===== config.mk =====
export PLATFORM = sky130hd
export DESIGN_NAME = polyline_bspline_subdivider
export DESIGN_NICKNAME = d
export VERILOG_FILES = /design/src/rtl/pbs_pkg.sv /design/src/rtl/pbs_cell.sv /design/src/rtl/polyline_bspline_subdivider.sv
export SDC_FILE = /design/constraint.sdc
export NUM_CORES = 2
export LEC_CHECK = 0
export BUFFER_PORTS_ARGS = -buffer_cell sky130_fd_sc_hd__buf_4
export CELL_PAD_IN_SITES_DETAIL_PLACEMENT = 2
export CELL_PAD_IN_SITES_GLOBAL_PLACEMENT = 2
export CORE_UTILIZATION = 45
export DETAILED_ROUTE_END_ITERATION = 10
export GPL_ROUTABILITY_DRIVEN = 0
export GPL_TIMING_DRIVEN = 0
export PLACE_DENSITY = 0.92
export SYNTH_ARGS = -nofsm -noshare
export SYNTH_HDL_FRONTEND = slang
export SYNTH_SLANG_ARGS = --single-unit

===== constraint.sdc =====
create_clock -name clk -period 19.4 [get_ports clk]
set_input_delay 3.88 -clock clk [delete_from_list [all_inputs] [get_ports clk]]
set_output_delay 3.88 -clock clk [all_outputs]
set_load 0.02 [all_outputs]

===== src/rtl/pbs_pkg.sv =====
package pbs_pkg;

	// Default configuration of the block
	localparam int COORD_WIDTH_DEF = 32;
	localparam int MAX_PASSES_DEF  = 4;

	// Configuration register map
	localparam int CFG_ADDR_WIDTH  = 3;
	localparam int CFG_DATA_WIDTH  = 32;
	localparam int PASS_CNT_WIDTH  = 3;

	typedef enum logic [0:0] {
		REG_PASS_COUNT = 1'b0
	} reg_index_t;

	// Output phase of one cell while it works on a point
	typedef enum logic [1:0] {
		PH_SMOOTH = 2'd0,
		PH_MID    = 2'd1,
		PH_POINT  = 2'd2
	} phase_t;

endpackage


===== src/rtl/pbs_cell.sv =====
module pbs_cell #(
	parameter int COORD_WIDTH = pbs_pkg::COORD_WIDTH_DEF
) (
	input  logic                          clk,
	input  logic                          arst_n,
	input  logic                          en,
	input  logic                          in_valid,
	output logic                          in_ready,
	input  logic signed [COORD_WIDTH-1:0] in_x,
	input  logic signed [COORD_WIDTH-1:0] in_y,
	input  logic                          in_last,
	output logic                          out_valid,
	input  logic                          out_ready,
	output logic signed [COORD_WIDTH-1:0] out_x,
	output logic signed [COORD_WIDTH-1:0] out_y,
	output logic                          out_last
);

	// Point under work
	logic                          slot_valid_q;
	logic                          slot_en_q;
	pbs_pkg::phase_t               phase_q;
	logic signed [COORD_WIDTH-1:0] px_q;
	logic signed [COORD_WIDTH-1:0] py_q;
	logic                          pl_q;

	// Window of the current polyline
	logic signed [COORD_WIDTH-1:0] older_x_q;
	logic signed [COORD_WIDTH-1:0] older_y_q;
	logic signed [COORD_WIDTH-1:0] newer_x_q;
	logic signed [COORD_WIDTH-1:0] newer_y_q;
	logic [1:0]                    seen_q;

	// Output register
	logic                          out_valid_q;
	logic signed [COORD_WIDTH-1:0] ox_q;
	logic signed [COORD_WIDTH-1:0] oy_q;
	logic                          ol_q;

	logic                          emit;
	logic                          final_emit;
	logic                          done;
	logic                          accept;
	logic [1:0]                    seen_upd;
	logic [1:0]                    seen_nxt;
	pbs_pkg::phase_t               start_phase;
	pbs_pkg::phase_t               next_phase;
	logic signed [COORD_WIDTH+2:0] sum_sx;
	logic signed [COORD_WIDTH+2:0] sum_sy;
	logic signed [COORD_WIDTH:0]   sum_mx;
	logic signed [COORD_WIDTH:0]   sum_my;
	logic signed [COORD_WIDTH-1:0] ex;
	logic signed [COORD_WIDTH-1:0] ey;
	logic                          el;

	assign emit   = slot_valid_q && (!out_valid_q || out_ready);
	assign done   = emit && final_emit;
	assign accept = in_valid && in_ready;
	assign in_ready = !slot_valid_q || done;

	assign seen_upd = pl_q ? 2'd0 : ((seen_q == 2'd2) ? 2'd2 : seen_q + 2'd1);
	assign seen_nxt = (done && slot_en_q) ? seen_upd : seen_q;

	always_comb begin
		if (!en) begin
			start_phase = pbs_pkg::PH_POINT;
		end else if (seen_nxt == 2'd2) begin
			start_phase = pbs_pkg::PH_SMOOTH;
		end else if (seen_nxt == 2'd1) begin
			start_phase = pbs_pkg::PH_MID;
		end else begin
			start_phase = pbs_pkg::PH_POINT;
		end
	end

	assign sum_sx = (COORD_WIDTH+3)'(older_x_q) + ((COORD_WIDTH+3)'(newer_x_q) <<< 2)
		+ ((COORD_WIDTH+3)'(newer_x_q) <<< 1) + (COORD_WIDTH+3)'(px_q);
	assign sum_sy = (COORD_WIDTH+3)'(older_y_q) + ((COORD_WIDTH+3)'(newer_y_q) <<< 2)
		+ ((COORD_WIDTH+3)'(newer_y_q) <<< 1) + (COORD_WIDTH+3)'(py_q);
	assign sum_mx = (COORD_WIDTH+1)'(newer_x_q) + (COORD_WIDTH+1)'(px_q);
	assign sum_my = (COORD_WIDTH+1)'(newer_y_q) + (COORD_WIDTH+1)'(py_q);

	always_comb begin
		ex         = px_q;
		ey         = py_q;
		el         = pl_q;
		final_emit = 1'b1;
		next_phase = pbs_pkg::PH_POINT;
		case (phase_q)
			pbs_pkg::PH_SMOOTH: begin
				ex         = sum_sx[COORD_WIDTH+2:3];
				ey         = sum_sy[COORD_WIDTH+2:3];
				el         = 1'b0;
				final_emit = 1'b0;
				next_phase = pbs_pkg::PH_MID;
			end
			pbs_pkg::PH_MID: begin
				ex         = sum_mx[COORD_WIDTH:1];
				ey         = sum_my[COORD_WIDTH:1];
				el         = 1'b0;
				final_emit = !pl_q;
				next_phase = pbs_pkg::PH_POINT;
			end
			pbs_pkg::PH_POINT: begin
				ex         = px_q;
				ey         = py_q;
				el         = pl_q;
				final_emit = 1'b1;
				next_phase = pbs_pkg::PH_POINT;
			end
			default: begin
				final_emit = 1'b1;
			end
		endcase
	end

	always_ff @(posedge clk or negedge arst_n) begin
		if (!arst_n) begin
			slot_valid_q <= 1'b0;
			slot_en_q    <= 1'b0;
			phase_q      <= pbs_pkg::PH_POINT;
			out_valid_q  <= 1'b0;
			older_x_q    <= '0;
			older_y_q    <= '0;
			newer_x_q    <= '0;
			newer_y_q    <= '0;
			seen_q       <= 2'd0;
		end else begin
			if (accept) begin
				slot_valid_q <= 1'b1;
				slot_en_q    <= en;
				phase_q      <= start_phase;
			end else if (done) begin
				slot_valid_q <= 1'b0;
			end else if (emit) begin
				phase_q <= next_phase;
			end

			if (done && slot_en_q) begin
				older_x_q <= newer_x_q;
				older_y_q <= newer_y_q;
				newer_x_q <= px_q;
				newer_y_q <= py_q;
				seen_q    <= seen_upd;
			end

			if (emit) begin
				out_valid_q <= 1'b1;
			end else if (out_ready) begin
				out_valid_q <= 1'b0;
			end
		end
	end

	always_ff @(posedge clk) begin
		if (accept) begin
			px_q <= in_x;
			py_q <= in_y;
			pl_q <= in_last;
		end
		if (emit) begin
			ox_q <= ex;
			oy_q <= ey;
			ol_q <= el;
		end
	end

	assign out_valid = out_valid_q;
	assign out_x     = ox_q;
	assign out_y     = oy_q;
	assign out_last  = ol_q;

endmodule


===== src/rtl/polyline_bspline_subdivider.sv =====
// Streaming cubic B-spline subdivision of open polylines. Points enter one per
// request with a last-point mark and run through a chain of MAX_PASSES cells;
// the first pass_count cells each apply one subdivision pass, the rest hand
// points on unchanged (pass_count above MAX_PASSES acts as MAX_PASSES). An
// input point causes up to 2^(p+1)-1 results at p passes, and about 2^p on
// average over a long polyline (16 at four passes). The output port delivers
// one point per cycle while result_ready is high; the output register of the
// last cell sets that rate. Every cell emits one point per cycle while its
// output is taken, and takes its next input in the cycle it emits the last
// result of the current one. Each cell has two registers, its work slot and
// its output register, and a point passes through both in every cell before
// its first result is offered. Write pass_count only while no point is in
// flight; the block itself does not enforce this, and cells keep their windows.
module polyline_bspline_subdivider #(
	parameter int COORD_WIDTH = pbs_pkg::COORD_WIDTH_DEF,
	parameter int MAX_PASSES  = pbs_pkg::MAX_PASSES_DEF
) (
	input  logic                                 clk,
	input  logic                                 arst_n,

	// Configuration port
	input  logic                                 psel,
	input  logic                                 penable,
	input  logic                                 pwrite,
	input  logic [pbs_pkg::CFG_ADDR_WIDTH-1:0]   paddr,
	input  logic [pbs_pkg::CFG_DATA_WIDTH-1:0]   pwdata,
	output logic [pbs_pkg::CFG_DATA_WIDTH-1:0]   prdata,
	output logic                                 pready,

	// Input points
	input  logic                                 point_valid,
	output logic                                 point_ready,
	input  logic signed [COORD_WIDTH-1:0]        point_x,
	input  logic signed [COORD_WIDTH-1:0]        point_y,
	input  logic                                 is_last,

	// Subdivided points
	output logic                                 result_valid,
	input  logic                                 result_ready,
	output logic signed [COORD_WIDTH-1:0]        out_x,
	output logic signed [COORD_WIDTH-1:0]        out_y,
	output logic                                 out_last
);

	logic [pbs_pkg::PASS_CNT_WIDTH-1:0] pass_count_q;
	pbs_pkg::reg_index_t                reg_index;
	logic                               cfg_write;

	// Word index of the register: byte address / 4
	assign reg_index = pbs_pkg::reg_index_t'(paddr[2]);
	assign pready    = 1'b1;
	assign cfg_write = psel && penable && pwrite && pready;

	always_ff @(posedge clk or negedge arst_n) begin
		if (!arst_n) begin
			pass_count_q <= '0;
		end else if (cfg_write && reg_index == pbs_pkg::REG_PASS_COUNT) begin
			pass_count_q <= pwdata[pbs_pkg::PASS_CNT_WIDTH-1:0];
		end
	end

	always_comb begin
		prdata = '0;
		case (reg_index)
			pbs_pkg::REG_PASS_COUNT: begin
				prdata = pbs_pkg::CFG_DATA_WIDTH'(pass_count_q);
			end
			default: begin
				prdata = '0;
			end
		endcase
	end

	// Links between cells; link 0 is the input port, link MAX_PASSES the output
	logic                          link_valid [MAX_PASSES+1];
	logic                          link_ready [MAX_PASSES+1];
	logic signed [COORD_WIDTH-1:0] link_x     [MAX_PASSES+1];
	logic signed [COORD_WIDTH-1:0] link_y     [MAX_PASSES+1];
	logic                          link_last  [MAX_PASSES+1];

	assign link_valid[0] = point_valid;
	assign point_ready   = link_ready[0];
	assign link_x[0]     = point_x;
	assign link_y[0]     = point_y;
	assign link_last[0]  = is_last;

	assign result_valid          = link_valid[MAX_PASSES];
	assign link_ready[MAX_PASSES] = result_ready;
	assign out_x                 = link_x[MAX_PASSES];
	assign out_y                 = link_y[MAX_PASSES];
	assign out_last              = link_last[MAX_PASSES];

	for (genvar s = 0; s < MAX_PASSES; s++) begin : g_cell
		logic cell_en;

		// Cell s subdivides while pass_count exceeds its index
		assign cell_en = (int'(pass_count_q) > s);

		pbs_cell #(
			.COORD_WIDTH(COORD_WIDTH)
		) u_cell (
			.clk      (clk),
			.arst_n   (arst_n),
			.en       (cell_en),
			.in_valid (link_valid[s]),
			.in_ready (link_ready[s]),
			.in_x     (link_x[s]),
			.in_y     (link_y[s]),
			.in_last  (link_last[s]),
			.out_valid(link_valid[s+1]),
			.out_ready(link_ready[s+1]),
			.out_x    (link_x[s+1]),
			.out_y    (link_y[s+1]),
			.out_last (link_last[s+1])
		);
	end

endmodule

==> out/metrics.cfg <==
[outcome]
outcome = finished, violations left
failed_checks = capacitance limit, slew limit

[synth]
syn_avg_cell_area_um2 = 9.60
ys.warnings.count = 0
yosysTopAreaCellShare_pct = 19.9
synthCells = 8186
synth.distinct_cells = 97
synth-edff-count = 520
synth_area_um2 = 78600
ys_seq_elements = 1063
ys_top_cells_by_area = edfxtp_1 (20%), dfrtp_1 (17%), fa_1 (13%)
seq_area_frac_synth_pct = 37.2
ys.flop_type = dfrtp_1
synthArstFlopShare_pct = 51.1
yosysTopAreaCell = edfxtp_1

[place]
dp_hpwl_mm = 252
io_buffer_count = 145

[grt]
grt-ovfl-total = 0
grt_start_max_net_pins = 96
antenna_found_initial = 17
grtUsageMet3_pct = 12.1
grt_pass1_wl_mm = 590
grt_pass1_vias = 85936
grtUsageMet2_pct = 77.6
busiest_layer = met2
grtUsageTotal_pct = 45.6
grt_use_met1_pct = 44.1

[detailed_routing]
drc = 0
drt_pass1_iterations = 6
routed_via_density = 6.74
drt_iter0_drc = 6538
routed_wirelength_mm = 402
antenna_left = 0
vias = 73760
wl_per_cell_um = 36.7

[sta]
tns_ns = 0
rsz0062_at_grt = no
setup_viol = 0
finalHoldViolations = 0
fin_crit_sh_pct = 55.7
period_minus_slack_ns = 10.80
maxSlewViolCount = 29
max_freq_ghz = 0.0926
maxSlewHeadroom_pct = -3.62
tightest_slew_ns = 1.55
skew_ns = 0.0650

[clock_tree]
cts_resized = 0
numCtsBuffers = 130
cts_tree = yes
cts_sinks = 1063
cts-root-buf = clkbuf_16
clk_pin_slew_ns = 0.07
clk_latency_ns = 0.91
htree_levels = 4
hold_buffers = 0
ctsLongestPathBuffers = 3
cts_setup_buffers = 0

[floorplanning]
die_x_um = 420
design.core.area_um2 = 172000
fp.dieArea_um2 = 176000
rows = 152
start_util_pct = 45.5
die_h_um = 420
pin_count = 207

[job]
drv_cap = 3

[min_path]
hold_depth = 0
hp-class = reg2reg

[setup_path]
critPathTopFamily = compound AO/OA/AOI/OAI gates
criticalPathCategory = in2out
r2r_cells = 16
path_max_fanout = 4
worst-path-buf-inv = 2
cp_data_arrival_time_ns = 6.92
cp-start-kind = input pin
worst_setup_path_end_kind = output pin
cp.required_ns = 15.52
path_depth = 9
max_stage_delay_ns = 0.46
crit_path_cell_trace = buf_4, nor2b_1, o211ai_1, a21oi_1, a21o_1, nand2_1, nor2_1, o21ai_0, buf_4
crit_top_cell = buf_4
critPathSlowestCell = nor2_1

[finish]
syn2layout_area_growth_pct = 11.3
final_layout_size_suffix_gt1_share_pct = 6.14
final_net_count = 9650

==> worst paths after layout <==
path	slack, ns	startpoint	to
worst max register to register	12.79	g_cell[3].u_cell.newer_x_q[1]	g_cell[3].u_cell.out_x[29]
worst min register to register	0.42	g_cell[1].u_cell.out_y[4]	g_cell[2].u_cell.py_q[4]
worst min-delay path	0.42	g_cell[1].u_cell.out_y[4]	g_cell[2].u_cell.py_q[4]
min in group asynchronous	2.98	arst_n	g_cell[3].u_cell.older_x_q[15]
worst max-delay path	8.60	result_ready	point_ready
max in group asynchronous	13.75	arst_n	g_cell[0].u_cell.older_y_q[13]
==> placed cells by master, fill, tap and decap left out, types with 29 or more instances in the layout <==
cell	Yosys	layout
mux2_2	40	40
nor2b_1	71	70
nand2b_1	77	77
ha_1	520	520
and3_1	54	54
clkbuf_16	0	135
nor2_1	335	333
o21bai_1	53	53
or3_1	29	29
edfxtp_1	520	520
inv_1	1304	1302
conb_1	2	30
a21oi_1	583	583
a31oi_1	51	51
nor3_1	87	87
buf_4	30	174
nand2_1	834	834
nand4_1	42	42
fa_1	520	520
xor2_1	166	166
nand3_1	81	81
dfrtp_1	539	539
xnor2_1	247	247
o21a_1	75	75
and2_1	36	35
o21ai_0	783	783
a211oi_1	152	152
clkbuf_1	188	198
a21o_1	234	234
==> synthesized netlist by cell type, drive strengths merged (54+ instances only) <==
cell type / n
buf: 67
o21a: 75
nor2b: 71
a211oi: 153
xor2: 166
nand3: 81
edfxtp: 520
xnor2: 247
nor3: 88
a21o: 234
nand2: 834
o21ai: 801
fa: 520
dfrtp: 539
clkbuf: 188
a21oi: 584
ha: 520
inv: 1305
nor2: 335
and3: 54
nand2b: 77
==> routing by layer <==
layer | wire length, um | part of all wire [%]
met1 | 129000 | 32
met2 | 195000 | 49
met4 | 47000 | 12
met3 | 30400 | 7.6
met5 | 90 | 0.022
==> logic make-up after synthesis <==
family / after synthesis / share of synthesized area, %
AOI/OAI and AO/OA: 2294 / 18.1
and+or+nand+nor: 1749 / 10.1
buffers and inverters: 1562 / 7.63
DFF: 1063 / 37.2
adders and majority gates: 1040 / 21.5
xor gates and xnor gates: 413 / 4.60
muxes: 63 / 0.866
other: 2 / 0.00956
==> final cells by class <==
class                      instances  area [um^2]
antenna                           13         32.5
buffer                           255         1100
clock buffer                     158         3540
clock inverter                    84          930
fill                           17706        85000
inverter                        1307         4910
multi-input combinational       5589        43500
sequential                      1063        29200
tap                             2310         2890
timing repair buffer             157         1370
==> flip-flops by register name, indices dropped and copies added (netlist names) <==
register	cells
g_cell.u_cell.newer_y_q	128
g_cell.u_cell.older_x_q	128
g_cell.u_cell.pl_q	4
g_cell.u_cell.out_y	128
pass_count_q	3
g_cell.u_cell.older_y_q	128
g_cell.u_cell.slot_en_q	4
g_cell.u_cell.slot_valid_q	4
g_cell.u_cell.py_q	128
g_cell.u_cell.px_q	128
g_cell.u_cell.out_x	128
g_cell.u_cell.out_valid	4
g_cell.u_cell.out_last	4
g_cell.u_cell.seen_q	8
g_cell.u_cell.newer_x_q	128
g_cell.u_cell.phase_q	8
==> stage by stage <==
step | hold slack [ns] | instances | instance area [um^2] | util [%] | worst slack, ns
after floorplan | 0.400 | 8214 | 78700 | - | 9.98
after global placement | 0.400 | 10669 | 82600 | 47.9 | 7.50
after detailed placement | 0.406 | 10681 | 83000 | 48.1 | 8.99
after CTS | 0.412 | 10923 | 87400 | 50.7 | 8.78
after global routing | 0.424 | 10925 | 87400 | 50.7 | 8.75
final | 0.418 | 10936 | 87500 | 50.7 | 8.60
Power is not shown: default switching activity piles up to over one toggle a cycle in this logic, so the estimate is an artifact.
